## src/sv/jsf_pkg.sv

```systemverilog
`timescale 1ns / 1ps

package jsf_pkg;

    localparam int BYTE_W   = 8;
    localparam int COUNT_W  = 16;
    localparam int NEST_W   = 8;
    localparam int STATUS_W = 3;
    localparam int INDEX_W  = 8;

    localparam logic [STATUS_W-1:0] ST_SKIP  = 3'd0;
    localparam logic [STATUS_W-1:0] ST_BYTE  = 3'd1;
    localparam logic [STATUS_W-1:0] ST_DONE  = 3'd2;
    localparam logic [STATUS_W-1:0] ST_DROP  = 3'd3;
    localparam logic [STATUS_W-1:0] ST_FATAL = 3'd4;

    localparam logic [INDEX_W-1:0] REG_MAX_EVENT_BYTES = 8'd0;
    localparam logic [INDEX_W-1:0] REG_MAX_NESTING     = 8'd1;

    localparam logic [COUNT_W-1:0] MAX_EVENT_BYTES_RST = 16'd4096;
    localparam logic [NEST_W-1:0]  MAX_NESTING_RST     = 8'd16;
    localparam logic [COUNT_W-1:0] LEVEL_LIMIT         = 16'hFFFF;

    localparam logic [BYTE_W-1:0] CH_LBRACKET = 8'h5B;
    localparam logic [BYTE_W-1:0] CH_RBRACKET = 8'h5D;
    localparam logic [BYTE_W-1:0] CH_COMMA    = 8'h2C;
    localparam logic [BYTE_W-1:0] CH_LBRACE   = 8'h7B;
    localparam logic [BYTE_W-1:0] CH_RBRACE   = 8'h7D;
    localparam logic [BYTE_W-1:0] CH_BSLASH   = 8'h5C;
    localparam logic [BYTE_W-1:0] CH_QUOTE    = 8'h22;
    localparam logic [BYTE_W-1:0] CH_SPACE    = 8'h20;
    localparam logic [BYTE_W-1:0] CH_TAB      = 8'h09;
    localparam logic [BYTE_W-1:0] CH_CR       = 8'h0D;

    typedef struct packed {
        logic [STATUS_W-1:0] status;
        logic [BYTE_W-1:0]   data_byte;
        logic                byte_kept;
        logic [COUNT_W-1:0]  event_length;
    } result_t;

    function automatic logic is_ws(input logic [BYTE_W-1:0] b);
        return (b == CH_SPACE) || ((b >= CH_TAB) && (b <= CH_CR));
    endfunction

endpackage

```

## src/sv/jsf_core.sv

```systemverilog
`timescale 1ns / 1ps

module jsf_core
(
    input  logic                          clk,
    input  logic                          rst_n,
    input  logic                          cfg_we,
    input  logic [jsf_pkg::INDEX_W-1:0]   cfg_index,
    input  logic [jsf_pkg::COUNT_W-1:0]   cfg_data,
    input  logic                          push,
    input  logic [jsf_pkg::BYTE_W-1:0]    in_byte,
    output jsf_pkg::result_t              result
);

    logic [jsf_pkg::COUNT_W-1:0] max_event_bytes_reg;
    logic [jsf_pkg::NEST_W-1:0]  max_nesting_reg;

    logic outer_open_reg, outer_open_next;
    logic inside_obj_reg, inside_obj_next;
    logic inside_str_reg, inside_str_next;
    logic escape_reg, escape_next;
    logic dropping_reg, dropping_next;
    logic fatal_reg, fatal_next;
    logic [jsf_pkg::COUNT_W-1:0] level_reg, level_next;
    logic [jsf_pkg::COUNT_W-1:0] kept_reg, kept_next;

    logic [jsf_pkg::COUNT_W-1:0] kc0, kc1, lvl0, lvl_up, lvl_dn;
    logic keep, drop1, raise;

    always_ff @(posedge clk or negedge rst_n)
    begin
        if (!rst_n)
        begin
            max_event_bytes_reg <= jsf_pkg::MAX_EVENT_BYTES_RST;
            max_nesting_reg     <= jsf_pkg::MAX_NESTING_RST;
        end
        else if (cfg_we)
        begin
            if (cfg_index == jsf_pkg::REG_MAX_EVENT_BYTES)
                max_event_bytes_reg <= cfg_data;
            else if (cfg_index == jsf_pkg::REG_MAX_NESTING)
                max_nesting_reg <= cfg_data[jsf_pkg::NEST_W-1:0];
        end
    end

    always_ff @(posedge clk or negedge rst_n)
    begin
        if (!rst_n)
        begin
            outer_open_reg <= 1'b0;
            inside_obj_reg <= 1'b0;
            inside_str_reg <= 1'b0;
            escape_reg     <= 1'b0;
            dropping_reg   <= 1'b0;
            fatal_reg      <= 1'b0;
            level_reg      <= '0;
            kept_reg       <= '0;
        end
        else if (push)
        begin
            outer_open_reg <= outer_open_next;
            inside_obj_reg <= inside_obj_next;
            inside_str_reg <= inside_str_next;
            escape_reg     <= escape_next;
            dropping_reg   <= dropping_next;
            fatal_reg      <= fatal_next;
            level_reg      <= level_next;
            kept_reg       <= kept_next;
        end
    end

    // object view as if a new object opened on this byte
    always_comb
    begin
        kc0    = inside_obj_reg ? kept_reg : '0;
        lvl0   = inside_obj_reg ? level_reg : jsf_pkg::COUNT_W'(1);
        keep   = !dropping_reg && (kc0 < max_event_bytes_reg);
        kc1    = keep ? kc0 + jsf_pkg::COUNT_W'(1) : kc0;
        drop1  = dropping_reg || !keep;
        raise  = !((in_byte == jsf_pkg::CH_LBRACE) && (lvl0 == jsf_pkg::COUNT_W'(1))
                 && (kc1 == jsf_pkg::COUNT_W'(1)));
        lvl_up = raise ? lvl0 + jsf_pkg::COUNT_W'(1) : lvl0;
        lvl_dn = lvl0 - jsf_pkg::COUNT_W'(1);
    end

    always_comb
    begin
        outer_open_next = outer_open_reg;
        inside_obj_next = inside_obj_reg;
        inside_str_next = inside_str_reg;
        escape_next     = escape_reg;
        dropping_next   = dropping_reg;
        fatal_next      = fatal_reg;
        level_next      = level_reg;
        kept_next       = kept_reg;

        result.status       = jsf_pkg::ST_SKIP;
        result.data_byte    = in_byte;
        result.byte_kept    = 1'b0;
        result.event_length = '0;

        if (fatal_reg)
        begin
            result.status = jsf_pkg::ST_FATAL;
        end
        else if (!outer_open_reg)
        begin
            if (in_byte == jsf_pkg::CH_LBRACKET)
                outer_open_next = 1'b1;
            else if (!jsf_pkg::is_ws(in_byte))
            begin
                fatal_next    = 1'b1;
                result.status = jsf_pkg::ST_FATAL;
            end
        end
        else if (!inside_obj_reg && (jsf_pkg::is_ws(in_byte)
                 || (in_byte == jsf_pkg::CH_COMMA) || (in_byte == jsf_pkg::CH_RBRACKET)))
        begin
            result.status = jsf_pkg::ST_SKIP;
        end
        else if (!inside_obj_reg && (in_byte != jsf_pkg::CH_LBRACE))
        begin
            fatal_next    = 1'b1;
            result.status = jsf_pkg::ST_FATAL;
        end
        else
        begin
            inside_obj_next  = 1'b1;
            kept_next        = kc1;
            dropping_next    = drop1;
            level_next       = lvl0;
            result.status    = jsf_pkg::ST_BYTE;
            result.byte_kept = keep;
            if (inside_str_reg)
            begin
                if (escape_reg)
                    escape_next = 1'b0;
                else if (in_byte == jsf_pkg::CH_BSLASH)
                    escape_next = 1'b1;
                else if (in_byte == jsf_pkg::CH_QUOTE)
                    inside_str_next = 1'b0;
            end
            else if (in_byte == jsf_pkg::CH_QUOTE)
            begin
                inside_str_next = 1'b1;
            end
            else if ((in_byte == jsf_pkg::CH_LBRACE) || (in_byte == jsf_pkg::CH_LBRACKET))
            begin
                if (raise && (lvl0 >= jsf_pkg::LEVEL_LIMIT))
                begin
                    fatal_next       = 1'b1;
                    result.status    = jsf_pkg::ST_FATAL;
                    result.byte_kept = 1'b0;
                end
                else
                begin
                    level_next = lvl_up;
                    if (lvl_up > {{(jsf_pkg::COUNT_W-jsf_pkg::NEST_W){1'b0}}, max_nesting_reg})
                        dropping_next = 1'b1;
                end
            end
            else if ((in_byte == jsf_pkg::CH_RBRACE) || (in_byte == jsf_pkg::CH_RBRACKET))
            begin
                if (lvl0 == '0)
                begin
                    fatal_next       = 1'b1;
                    result.status    = jsf_pkg::ST_FATAL;
                    result.byte_kept = 1'b0;
                end
                else
                begin
                    level_next = lvl_dn;
                    if (lvl_dn == '0)
                    begin
                        inside_obj_next = 1'b0;
                        inside_str_next = 1'b0;
                        escape_next     = 1'b0;
                        dropping_next   = 1'b0;
                        if (drop1)
                        begin
                            kept_next     = '0;
                            result.status = jsf_pkg::ST_DROP;
                        end
                        else
                        begin
                            result.status       = jsf_pkg::ST_DONE;
                            result.event_length = kc1;
                        end
                    end
                end
            end
        end
    end

endmodule

```

## src/sv/jsf_out_buf.sv

```systemverilog
`timescale 1ns / 1ps

module jsf_out_buf
(
    input  logic             clk,
    input  logic             rst_n,
    input  logic             push,
    input  jsf_pkg::result_t push_data,
    output logic             full,
    output logic             out_valid,
    input  logic             out_stall,
    output jsf_pkg::result_t out_data
);

    logic             main_valid_reg, main_valid_next;
    logic             skid_valid_reg, skid_valid_next;
    jsf_pkg::result_t main_reg, main_next;
    jsf_pkg::result_t skid_reg, skid_next;
    logic             pop;

    assign pop       = main_valid_reg && !out_stall;
    assign full      = skid_valid_reg;
    assign out_valid = main_valid_reg;
    assign out_data  = main_reg;

    always_comb
    begin
        main_valid_next = main_valid_reg;
        skid_valid_next = skid_valid_reg;
        main_next       = main_reg;
        skid_next       = skid_reg;
        if (pop || !main_valid_reg)
        begin
            if (skid_valid_reg)
            begin
                main_next       = skid_reg;
                main_valid_next = 1'b1;
                skid_valid_next = 1'b0;
            end
            else
            begin
                main_next       = push_data;
                main_valid_next = push;
            end
        end
        else if (push)
        begin
            skid_next       = push_data;
            skid_valid_next = 1'b1;
        end
    end

    always_ff @(posedge clk or negedge rst_n)
    begin
        if (!rst_n)
        begin
            main_valid_reg <= 1'b0;
            skid_valid_reg <= 1'b0;
        end
        else
        begin
            main_valid_reg <= main_valid_next;
            skid_valid_reg <= skid_valid_next;
        end
    end

    // payload needs no reset
    always_ff @(posedge clk)
    begin
        main_reg <= main_next;
        skid_reg <= skid_next;
    end

endmodule

```

## src/sv/json_object_stream_framer_unit.sv

```systemverilog
`timescale 1ns / 1ps

// channel  | direction | handshake          | payload
// ---------+-----------+--------------------+-------------------------------------------
// in       | sink      | in_valid/in_stall  | in_byte
// out      | source    | out_valid/out_stall| status, data_byte, byte_kept, event_length
// cfg      | sink      | cfg_valid/cfg_ready| cfg_index, cfg_data
//
// one byte per cycle while in_stall is low; each transfer updates the framing state
// and writes its result into the output buffer, where it is registered
// a two-entry output buffer lets input run on while a result waits;
// in_stall rises only when both entries hold results
// rst_n clears state and restores max_event_bytes 4096, max_nesting 16
// cfg_ready is always high

module json_object_stream_framer_unit
(
    input  logic                          clk,
    input  logic                          rst_n,
    input  logic                          in_valid,
    output logic                          in_stall,
    input  logic [jsf_pkg::BYTE_W-1:0]    in_byte,
    output logic                          out_valid,
    input  logic                          out_stall,
    output logic [jsf_pkg::STATUS_W-1:0]  status,
    output logic [jsf_pkg::BYTE_W-1:0]    data_byte,
    output logic                          byte_kept,
    output logic [jsf_pkg::COUNT_W-1:0]   event_length,
    input  logic                          cfg_valid,
    output logic                          cfg_ready,
    input  logic [jsf_pkg::INDEX_W-1:0]   cfg_index,
    input  logic [jsf_pkg::COUNT_W-1:0]   cfg_data
);

    logic             push;
    logic             full;
    jsf_pkg::result_t step_result;
    jsf_pkg::result_t out_data;

    assign cfg_ready = 1'b1;
    assign in_stall  = full;
    assign push      = in_valid && !full;

    jsf_core u_core
    (
        .clk       (clk),
        .rst_n     (rst_n),
        .cfg_we    (cfg_valid && cfg_ready),
        .cfg_index (cfg_index),
        .cfg_data  (cfg_data),
        .push      (push),
        .in_byte   (in_byte),
        .result    (step_result)
    );

    jsf_out_buf u_out_buf
    (
        .clk       (clk),
        .rst_n     (rst_n),
        .push      (push),
        .push_data (step_result),
        .full      (full),
        .out_valid (out_valid),
        .out_stall (out_stall),
        .out_data  (out_data)
    );

    assign status       = out_data.status;
    assign data_byte    = out_data.data_byte;
    assign byte_kept    = out_data.byte_kept;
    assign event_length = out_data.event_length;

endmodule
```

## config.mk

```make
export PLATFORM = sky130hd
export DESIGN_NAME = json_object_stream_framer_unit
export DESIGN_NICKNAME = d
export VERILOG_FILES = /design/src/sv/jsf_pkg.sv /design/src/sv/jsf_core.sv /design/src/sv/jsf_out_buf.sv /design/src/sv/json_object_stream_framer_unit.sv
export SDC_FILE = /design/constraint.sdc
export NUM_CORES = 1
export LEC_CHECK = 0
export BUFFER_PORTS_ARGS = -buffer_cell sky130_fd_sc_hd__buf_2
export CAP_MARGIN = 20
export CORE_MARGIN = 8
export CORE_UTILIZATION = 60
export CTS_CLUSTER_DIAMETER = 100
export CTS_CLUSTER_SIZE = 8
export DETAILED_ROUTE_END_ITERATION = 8
export MAX_ROUTING_LAYER = met4
export PLACE_DENSITY = 0.8
export REMOVE_ABC_BUFFERS = 1
export SYNTH_ARGS = -nofsm -noshare
export SYNTH_HDL_FRONTEND = slang
export SYNTH_SLANG_ARGS = --single-unit
export TNS_END_PERCENT = 5
```

## constraint.sdc

```tcl
create_clock -name clk -period 12.7 [get_ports clk]
set_clock_uncertainty 0.15 [all_clocks]
set_input_delay 2.54 -clock clk [delete_from_list [all_inputs] [get_ports clk]]
set_output_delay 2.54 -clock clk [all_outputs]
set_load 0.01 [all_outputs]
```

; ---- Yosys cells after proc, flatten, opt, wreduce, memory -nomap -nowiden
; Index checks and enable logic that the tools add are counted.
[word_totals]
elab_cells = 172
reg_bits = 120
input_bits = 37
[classes]
mux = 89
bitwise = 5
n_reduce_logical = 35
eq_ne = 15
magnitude_cmp = 5
addsub = 3
[op_table]
columns = op, n
row1 = two-way mux 16 bit, 20
row2 = two-way mux 17 bit, 7
row3 = two-way mux 1 bit, 48
row4 = "equality test 8 x 7 -> 1 bit, second input constant", 5
row5 = two-way mux 3 bit, 12
row6 = "adder 16 x 1 -> 16 bit, second input constant", 2
row7 = "equality test 16 x 1 -> 1 bit, second input constant", 2
row8 = logical NOT 16 bit, 2
row9 = two-way mux 28 bit, 1
row10 = "equality test 8 x 6 -> 1 bit, second input constant", 3
row11 = "greater-or-equal comparator 16 bit, second input constant", 1
row12 = greater-than comparator 16 x 8 -> 1 bit, 1
row13 = < comparator 16 bit, 1
row14 = "subtractor 16 x 1 -> 16 bit, second input constant", 1
row15 = AND reduction 10 bit, 1
row16 = logical AND 1 bit, 9
row17 = "equality test 8 x 1 -> 1 bit, second input constant", 1
row18 = "greater-or-equal comparator 8 x 4 -> 1 bit, second input constant", 1
row19 = "less-or-equal comparator 8 x 4 -> 1 bit, second input constant", 1
row20 = logical NOT 8 bit, 1
row21 = "!= test 8 x 7 -> 1 bit, second input constant", 1
row22 = logical NOT 1 bit, 7
row23 = logical OR 1 bit, 7
row24 = "!= test 2 x 1 -> 1 bit, second input constant", 3
row25 = other kinds (6), 14

; ---- Longest topological paths before layout
; Gate-level depths: netlist of run 1.
[logic_depth]
ltp_word = 17
depth_mapped = 32
mapped_depth_nobuf = 25

; ---- By module
; From an unflattened synthesis of run 1, not the netlist that was laid out.
[unflattened]
cells_unflattened = 805
hier_area_um2 = 7862.5
[modules_own_cells]
columns = module, seq_area_each_um2, cells_per_inst, instances, area_each_um2
row1 = jsf_core, 1554.0, 709, 1, 5622.9
row2 = jsf_out_buf, 1731.7, 93, 1, 2214.6
row3 = json_object_stream_framer_unit, 0.0, 3, 1, 25.0

; ---- Worst setup path after synthesis of run 1
; Ideal clock, no wire load.
[synth_path]
path_type = reg-to-reg
from = register u_core.inside_obj_reg
to = register u_core.dropping_reg
t_required_ps = 12431
stages_incl_launch_ff = 33
path_slack_ps = 6593
n_path_buf = 9
setup_ps = 119
arrival_ps = 5838
period_less_slack_ps = 6107
cell_sequence = dfrtp_1 > buf_2 > buf_4 > buf_2 > buf_2 > buf_2 > clkbuf_1 > clkbuf_1 > clkbuf_1 > nand2_1 > inv_1 > ha_1 > clkbuf_1 > nand2_1 > nor4_1 > nand3_1 > xor2_1 > o211ai_1 > nor4_1 > o2111ai_1 > nor2_1 > a21oi_1 > ha_1 > nor2b_1 > o21ai_0 > nand2b_1 > a21oi_1 > o21ai_0 > o21ai_0 > nand2_1 > nor4_1 > o311ai_0 > o21a_1
[synth_between]
elab_chain_cells = 13
elab_cells_between_ends = 35
[synth_rtl]
columns = element, line
row1 = from (decl), jsf_core.sv:19  ; logic inside_obj_reg, inside_obj_next;
row2 = from (signal assigned), jsf_core.sv:62  ; inside_obj_reg <= inside_obj_next;
row3 = two-way mux 16 bit, jsf_core.sv:75  ; kc0 = inside_obj_reg ? kept_reg : '0;
row4 = < comparator 16 bit, jsf_core.sv:77  ; keep = !dropping_reg && (kc0 < max_event_bytes_reg);
row5 = logical AND 1 bit, jsf_core.sv:77
row6 = two-way mux 16 bit, jsf_core.sv:78  ; kc1 = keep ? kc0 + jsf_pkg::COUNT_W'(1) : kc0;
row7 = equality test 16 x 1 -> 1 bit, jsf_core.sv:81  ; && (kc1 == jsf_pkg::COUNT_W'(1)));
row8 = logical AND 1 bit, jsf_core.sv:81
row9 = two-way mux 16 bit, jsf_core.sv:82  ; lvl_up = raise ? lvl0 + jsf_pkg::COUNT_W'(1) : lvl0;
row10 = greater-than comparator 16 x 8 -> 1 bit, jsf_core.sv:158  ; if (lvl_up > {{(jsf_pkg::COUNT_W-jsf_pkg::NEST_W){1'b0}}, max_nesting_reg})
row11 = two-way mux 1 bit, jsf_core.sv:158
row12 = two-way mux 1 bit, jsf_core.sv:149  ; if (raise && (lvl0 >= jsf_pkg::LEVEL_LIMIT))
row13 = two-way mux 1 bit, jsf_core.sv:147  ; else if ((in_byte == jsf_pkg::CH_LBRACE) || (in_byte == jsf_pkg::CH_LBRACKET))
row14 = two-way mux 1 bit, jsf_core.sv:143  ; else if (in_byte == jsf_pkg::CH_QUOTE)
row15 = two-way mux 1 bit, jsf_core.sv:134  ; if (inside_str_reg)
row16 = to (signal assigned), jsf_core.sv:65  ; dropping_reg <= dropping_next;
row17 = to (decl), jsf_core.sv:22  ; logic dropping_reg, dropping_next;
; Several ways; a longest one is shown, not always the timed one.
; A chain may end at the register's enable or synchronous reset.

; ---- Worst setup path in the final report of run 1
; Same ends and word-level chain as after synthesis.

==> results of run 1 <==
## final timing paths
kind,startpoint,slack [ns],end,cells past startpoint
max,u_core.inside_obj_reg,5.88,u_core.dropping_reg,26
min reg2reg,u_core.max_event_bytes_reg[0],0.36,u_core.max_event_bytes_reg[0],1
min,u_core.max_event_bytes_reg[0],0.36,u_core.max_event_bytes_reg[0],1
min in group asynchronous,rst_n,2.18,u_core.max_event_bytes_reg[10],2
max in group asynchronous,rst_n,9.58,u_core.inside_obj_reg,2
max reg2reg,u_core.inside_obj_reg,5.88,u_core.dropping_reg,26
## final cells by class
class                           count  area, µm²  share of cell area (%)
Sequential cell                   120       3290                    38.1
Timing Repair Buffer               75        398                    4.62
Clock buffer                       17        425                    4.94
Clock inverter                     15        178                    2.06
Inverter                           49        184                    2.13
Tap cell                          172        215                    2.50
Multi-Input combinational cell    616       3930                    45.6
## logic make-up (layout without fill, tap and decap cells)
group / after synthesis / after routing
simple gates: 309 / 309
compound gates: 220 / 220
other cells: 1 / 1
flops: 120 / 120
buf+inv: 104 / 156
mux: 30 / 30
fa+ha+maj: 28 / 28
xor+xnor: 28 / 28
## metrics by stage
stage	util [%]	setup WS, ns	cells	instance area [µm²]
3_5_place_dp	64.0	6.03	1032	8020
5_1_grt	68.9	5.26	1064	8620
3_3_place_gp	64.0	6.22	1032	8020
2_1_floorplan	-	5.56	785	7400
4_1_cts	68.9	5.99	1064	8620
6_report	68.9	5.88	1064	8620
## power by group
group          switching (W)  internal (W)
Sequential        0.00000517      0.000428
Clock               0.000181      0.000309
Combinational      0.0000389     0.0000245
## synth_stat cells (all sizes together) (4+ instances only)
cell / number / area share (%)
a211oi: 4 / 0.39
o31ai: 24 / 3.6
edfxtp: 56 / 22
dfrtp: 62 / 20
o22ai: 4 / 0.33
a21oi: 44 / 2.9
xnor2: 15 / 1.7
and3: 6 / 0.49
mux2i: 4 / 0.52
a22oi: 4 / 0.39
nor4: 14 / 1.2
nor2: 66 / 3.5
nor3: 21 / 1.4
and2: 8 / 0.69
clkbuf: 41 / 2.0
xor2: 13 / 1.5
nand2b: 7 / 0.57
nor4b: 4 / 0.46
nand4: 14 / 1.1
mux2: 26 / 3.8
a21boi: 4 / 0.39
nand2: 111 / 5.6
a21o: 8 / 0.79
o211ai: 7 / 0.69
o221ai: 4 / 0.46
nor2b: 6 / 0.49
a31oi: 11 / 0.90
nor3b: 4 / 0.39
or4: 4 / 0.39
inv: 48 / 2.4
o311ai: 4 / 0.46
nand3: 33 / 2.2
o21ai: 75 / 5.0
buf: 14 / 1.2
ha: 28 / 4.6
## worst max-delay path, stage by stage, from the launching register on
cell       delay, ns
dfrtp_2         0.72
clkinv_1        0.71
nor2_1          0.44
ha_1            0.31
nand4_1         0.15
nor3_1          0.08
a211oi_1        0.28
o21ai_0         0.15
buf_4           0.22
inv_1           0.44
ha_1            0.34
nand4b_1        0.17
nor3b_1         0.22
o2111ai_1       0.38
nor2_1          0.20
a21oi_1         0.07
ha_1            0.32
nor2b_1         0.13
o21ai_0         0.14
nand2b_1        0.08
a21oi_1         0.15
o21ai_0         0.08
o21ai_0         0.08
nand2_1         0.07
nor4_1          0.27
o311ai_0        0.14
o21a_1          0.18
## routing by layer
| metal | vias up | share of wire (%) | global-route usage [%] |
|---|---|---|---|
| li1 | 3137 | - | - |
| met2 | 311 | 46 | 38.5 |
| met4 | 0 | 2.2 | 9.68 |
| met5 | - | 0 | - |
| met3 | 43 | 8.3 | 5.79 |
| met1 | 3172 | 43 | 33.3 |
==> results.cfg, run 1 <==
[status]
status = finished, final reports clean

[critical_path]
end_kind = register
worst-path-max-fanout = 33
critPathRequiredTime_ns = 12.86
start_kind = register
cp.arrival_ns = 6.98
path_class = reg -> reg

[synth]
syn_area_um2 = 7640
synth_compound_area_share_pct = 19.6
ys_ff_latch = 120
synthSimpleGateAreaFrac_pct = 19.6
synth_ff_type = dfrtp_1
synthArstFlopShare_pct = 53.3
synth.yosys.seq_area_share_pct = 43.0
synth_top_family_by_area = simple AND/OR/NAND/NOR gates
avgSynthCellArea_um2 = 9.10
synth_mux_area_share_pct = 4.36
syn_inst = 840
synth_fa_ha_area_share_pct = 4.58
synth_xor_area_share_pct = 3.21
synth_cell_type_count = 77
yosys_warnings = 0
synth_edf_count = 56

[sta]
setup_viol = 0
finalMaxSlewViolations = 0
rsz0062_at_grt = false
final-hold-violation-count = 0
min_period_ns = 6.82
holdWs_ns = 0.356
worst_slew_pin_slew_ns = 1.03
timing.fmax_mhz = 147
setup_tns_ns = 0
min_period_over_period_pct = 53.7
max_slew_margin_pct = 30.9

[layout]
flow.area_growth_from_synthesis_pct = 12.8
n_antenna_cell = 0
mostFrequentLayoutCell = nand2_1
final_cell_mix = 110 x nand2_1, 69 x o21ai_0, 66 x buf_2, 64 x nor2_1, 60 x dfrtp_1
fill_cells = 996
drive_gt1_share_pct = 17.4
final_nets = 944

[clock_network]
root_buffer = clkbuf_16
cts_made_buffers = 17
htree_levels = 4
cts_setup_buffers = 0
clock-sinks = 120
cts_hold_buf = 0
cts_tree = done
clk_path_buf_depth = 2
clk-insertion-delay-late_ns = 0.42
cts.clk_slew.worst_paths_ns = 0.06
cts_resized = 0

[route]
wl_per_cell_um = 19.2
viasPerCell = 6.26
antenna_left = 0
drt-initial-drc-count = 897
drcViolationCount = 0
vias = 6663
routed_wl_mm = 20.4
first_pass_iters = 6

[floorplan]
dieArea_um2 = 16600
die_height_um = 129
chipWidth_um = 129
io_pins = 68
row_count = 41
start_util_pct = 61.0
coreArea_um2 = 12500

[global_routing]
grt_pass1_vias = 6216
overflow = 0
grt.total_usage_pct = 25.6
antenna_found_initial = 0
grt_pass1_wl_mm = 32.5
grt_max_degree = 65

[place]
place_hpwl_mm = 14.0
globalplace.congestion = 0.943
io_buffer_count = 66

[pwr]
total_leakage_power_nw = 3.59
powerDensity_nw_per_um2 = 114
irDropWorstVdd_v = 0.0000679
fin_total_pwr_w = 0.000986

[hold_path]
hp-class = reg -> reg

[flow_run]
max-cap-violations = 0
Note: power is estimated with default switching activity, not from simulation.
==> run 2: changes to the inputs <==
Settings changed: CORE_UTILIZATION 60 to 55, PLACE_DENSITY 0.8 to 0.77.
Clock period 12.7 ns to 5.6 ns, I/O delays scaled along.
==> results.cfg, run 2 (synthesis results as in run 1) <==
[clock_network]
clock-sinks = 120
htree_levels = 4
cts_hold_buf = 0
cts_tree = done
cts.clk_slew.worst_paths_ns = 0.05
cts_made_buffers = 17
clk_path_buf_depth = 2
clk-insertion-delay-late_ns = 0.42
root_buffer = clkbuf_16

[global_routing]
grt_pass1_vias = 6241
grt_busiest_layer = met2
overflow = 0
use_met1_pct = 29.4
grt.total_usage_pct = 22.8
grt_use_met2_pct = 34.4
met3_usage_pct = 4.79
grt_max_degree = 48
antenna_found_initial = 0
grt_pass1_wl_mm = 32.3

[layout]
n_antenna_cell = 0
final_nets = 957
flow.area_growth_from_synthesis_pct = 14.0
drive_gt1_share_pct = 18.2
final_cell_mix = 110 x nand2_1, 69 x o21ai_0, 66 x buf_2, 64 x nor2_1, 60 x dfrtp_1
mostFrequentLayoutCell = nand2_1

[critical_path]
slowest_stage = dfrtp_2
ff2ff_setup_slack_ns = 0.37
worst-path-max-fanout = 26
reg2regPathDepth = 25
start_kind = register
cp.arrival_ns = 5.39
path_common_cell = o21ai_0
path_class = reg -> reg
cp_top_family = simple AND/OR/NAND/NOR gates
end_kind = register
r2r_end = u_core.dropping_reg
critPathRequiredTime_ns = 5.76
cpPeakStageDelay_ns = 0.45
critPathBufInv = 2
r2r-start = u_core.inside_obj_reg

[sta]
holdWs_ns = 0.354
setup_ws_ns = 0.373
worst_slew_pin_slew_ns = 1.01
min_period_ns = 5.23
rsz0062_at_grt = false
setup_tns_ns = 0
timing.fmax_mhz = 191
min_period_over_period_pct = 93.3
max_slew_margin_pct = 32.2
final-hold-violation-count = 0
finalMaxSlewViolations = 0
setup_viol = 0

[pwr]
share_comb_of_total_power_pct = 6.7
total_leakage_power_nw = 3.62
fin_total_pwr_w = 0.00215
p_seq_share_pct = 45.6
powerDensity_nw_per_um2 = 247
pwr-share-clk_pct = 47.8
irDropWorstVdd_v = 0.000189
switching_share_pct = 22.5
p_int_w = 0.00167
p_sw_w = 0.000484

[place]
pre_cts_ws_ns = 0.160
io_buffer_count = 66
place_hpwl_mm = 13.8
globalplace.congestion = 0.949

[route]
antenna_left = 0
routed_wl_mm = 19.7
first_pass_iters = 9
vias = 6653
drcViolationCount = 0
wl_per_cell_um = 18.2
viasPerCell = 6.13
drt-initial-drc-count = 730

[hold_path]
hold-path-endpoint = u_core.max_nesting_reg[6]
hold_depth = 1
hp-class = reg -> reg
min-delay-start = u_core.max_nesting_reg[6]

[floorplan]
die_height_um = 134
io_pins = 68
chipWidth_um = 134
start_util_pct = 55.7
row_count = 43
coreArea_um2 = 13700
dieArea_um2 = 17900

[status]
status = finished, final reports clean

[flow_run]
max-cap-violations = 0
[run 2: worst max-delay path by stage]
stage                          startpoint                  end  slack [ns]  cells past startpoint
finish              u_core.inside_obj_reg  u_core.dropping_reg        0.37                     25
global route        u_core.inside_obj_reg  u_core.dropping_reg        0.03                     26
CTS                 u_core.inside_obj_reg  u_core.dropping_reg         0.1                     25
detailed placement  u_core.inside_obj_reg  u_core.dropping_reg        0.16                     25
global placement    u_core.inside_obj_reg  u_core.dropping_reg        0.45                     25
floorplan           u_core.inside_obj_reg  u_core.dropping_reg       -1.54                     25
[run 2: repair_timing]
item,CTS,global route
setup endpoints to repair,0,1
setup buffers,0,0
endpoints found under the hold margin,0,0
gates resized for setup,0,6
[run 2: per-layer routing]
metal	vias to the layer above	wire [µm]
li1	3158	-
met2	306	9040
met1	3149	8710
met5	-	0
met4	0	476
met3	40	1490
[run 2: cell type report]
type                    count  area, µm²
fillers                  1134       5010
multi-input cells         616       3970
flip-flops and latches    120       3290
repair buffers             88        499
clock buffers              20        437
well taps                 180        225
inverters                  49        184
clock inverters            12        111
[run 2: power by group through the flow]
stage	Clock (W)	Combinational (W)	Sequential, W
3_3_place_gp	0	0.000141	0.000995
2_1_floorplan	0	0.0000592	0.00101
5_1_grt	0.00107	0.000161	0.000984
3_5_place_dp	0	0.000145	0.000997
4_1_cts	0.00104	0.000147	0.000981
6_report	0.00103	0.000143	0.000981
[run 2: stage by stage]
stage	area, µm²	cells	utilization, %
detailed placement	8120	1053	59.2
CTS	8670	1085	63.2
global placement	8120	1053	59.2
floorplan	7400	785	-
global route	8710	1085	63.5
finish	8710	1085	63.5
==> run 3: changes to the inputs <==
Settings changed: CORE_ASPECT_RATIO from default to 0.9, CTS_CLUSTER_SIZE 8 to default, MAX_ROUTING_LAYER met4 to default.
==> results.cfg, run 3 (synthesis results as in run 1) <==
[route]
highest_layer = met4
viasPerCell = 6.09
first_pass_iters = 5
wl_per_cell_um = 17.8
routed_wl_mm = 19.2
wl_met1_mm = 8.76
routed-wl-met2_mm = 8.33
routed-wl-met3_mm = 1.74
vias = 6550
drt-initial-drc-count = 734
drcViolationCount = 0
antenna_left = 0

[critical_path]
cpPeakStageDelay_ns = 0.53
critPathRequiredTime_ns = 5.77
r2r_end = u_core.dropping_reg
reg2regPathDepth = 26
cp.arrival_ns = 5.30
ff2ff_setup_slack_ns = 0.47
path_common_cell = o21ai_0
start_kind = register
end_kind = register
critPathBufInv = 3
slowest_stage = dfrtp_2
cp_top_family = compound AO/OA/AOI/OAI gates
worst-path-max-fanout = 20
r2r-start = u_core.inside_obj_reg
path_class = reg -> reg

[global_routing]
grt.total_usage_pct = 21.8
antenna_found_initial = 0
grt_pass1_wl_mm = 31.2
grt_pass1_vias = 6141
grt_max_degree = 65
overflow = 0

[clock_network]
cts.clk_slew.worst_paths_ns = 0.06
clk_path_buf_depth = 2
cts_setup_buffers = 0
cts_tree = done
clk-insertion-delay-late_ns = 0.43
htree_levels = 4
root_buffer = clkbuf_16
cts_made_buffers = 17
clock-sinks = 120

[place]
io_buffer_count = 66
pre_cts_ws_ns = 0.246
place_hpwl_mm = 13.3
globalplace.congestion = 0.976

[pwr]
total_leakage_power_nw = 3.66
powerDensity_nw_per_um2 = 259
irDropWorstVdd_v = 0.000200

[floorplan]
die_height_um = 128
io_pins = 68
coreArea_um2 = 13800
row_count = 41
dieArea_um2 = 17900
start_util_pct = 55.4
chipWidth_um = 140

[layout]
final_cell_mix = 110 x nand2_1, 68 x o21ai_0, 66 x buf_2, 64 x nor2_1, 60 x dfrtp_1
final_nets = 956
drive_gt1_share_pct = 19.0
n_antenna_cell = 0
mostFrequentLayoutCell = nand2_1
flow.area_growth_from_synthesis_pct = 14.6
fill_cells = 1141

[hold_path]
hp-class = reg -> reg
hold_depth = 1
hold-path-endpoint = u_core.max_nesting_reg[3]
min-delay-start = u_core.max_nesting_reg[3]

[sta]
setup_tns_ns = 0
min_period_ns = 5.13
max_slew_margin_pct = 38.6
finalMaxSlewViolations = 0
setup_ws_ns = 0.466
min_period_over_period_pct = 91.7
setup_viol = 0
rsz0062_at_grt = false
final-hold-violation-count = 0
worst_slew_pin_slew_ns = 0.915
timing.fmax_mhz = 195

[status]
status = finished, final reports clean

[flow_run]
max-cap-violations = 0
[run 3: cell count changes in the layout (fill, tap and decap cells not counted), sizes merged]
cell / before / now
clkinv: 8 / 6
inv: 48 / 54
bufinv: 2 / 3
clkinvlp: 3 / 1
clkbuf: 20 / 17
buf: 88 / 87
[run 3: layout make-up]
type                    count  area, µm²  share of cell area [%]
well taps                 172        215                    2.46
clock buffers              17        425                    4.86
repair buffers             87        488                    5.57
inverters                  49        184                    2.10
flip-flops and latches    120       3290                    37.6
clock inverters            15        189                    2.16
multi-input cells         616       3970                    45.3
[run 3: repair_timing]
action | 4_1_cts | 5_1_grt
gates resized for setup | 0 | 6
hold buffers | 0 | 0
endpoints found under the setup margin | 0 | 1
endpoints found under the hold margin | 0 | 0
[run 3: through the flow]
step,std cells,util [%],total power (W),cell area (µm²),hold slack [ns]
6_report,1076,63.4,0.00227,8750,0.357
5_1_grt,1076,63.4,0.00234,8750,0.381
4_1_cts,1076,63.2,0.00229,8720,0.360
3_5_place_dp,1044,58.7,0.00114,8110,0.347
3_3_place_gp,1044,58.7,0.00113,8110,0.340
2_1_floorplan,785,-,0.00107,7400,0.315
[run 3: worst max-delay path by stage]
stage / start / to / cells past startpoint
after floorplan: u_core.inside_obj_reg / u_core.dropping_reg / 25
after global placement: u_core.inside_obj_reg / u_core.dropping_reg / 26
after detailed placement: u_core.inside_obj_reg / u_core.dropping_reg / 25
after CTS: u_core.inside_obj_reg / u_core.dropping_reg / 24
after global routing: u_core.inside_obj_reg / u_core.dropping_reg / 25
final: u_core.inside_obj_reg / u_core.dropping_reg / 26
[run 3: routing by layer]
| layer | vias to the layer above | track usage, % |
|---|---|---|
| met2 | 331 | 31.9 |
| met5 | - | 0 |
| met1 | 3024 | 30.1 |
| met3 | 44 | 5.55 |
| met4 | 0 | 8.93 |
| li1 | 3151 | - |
[run 3: report_power, final]
part	switching [W]	leakage, nW	internal [W]
sequential	0.0000121	1.32	0.000969
clock	0.000439	0.301	0.000709
combinational	0.0000830	2.04	0.0000555
total	0.000534	3.66	0.00173
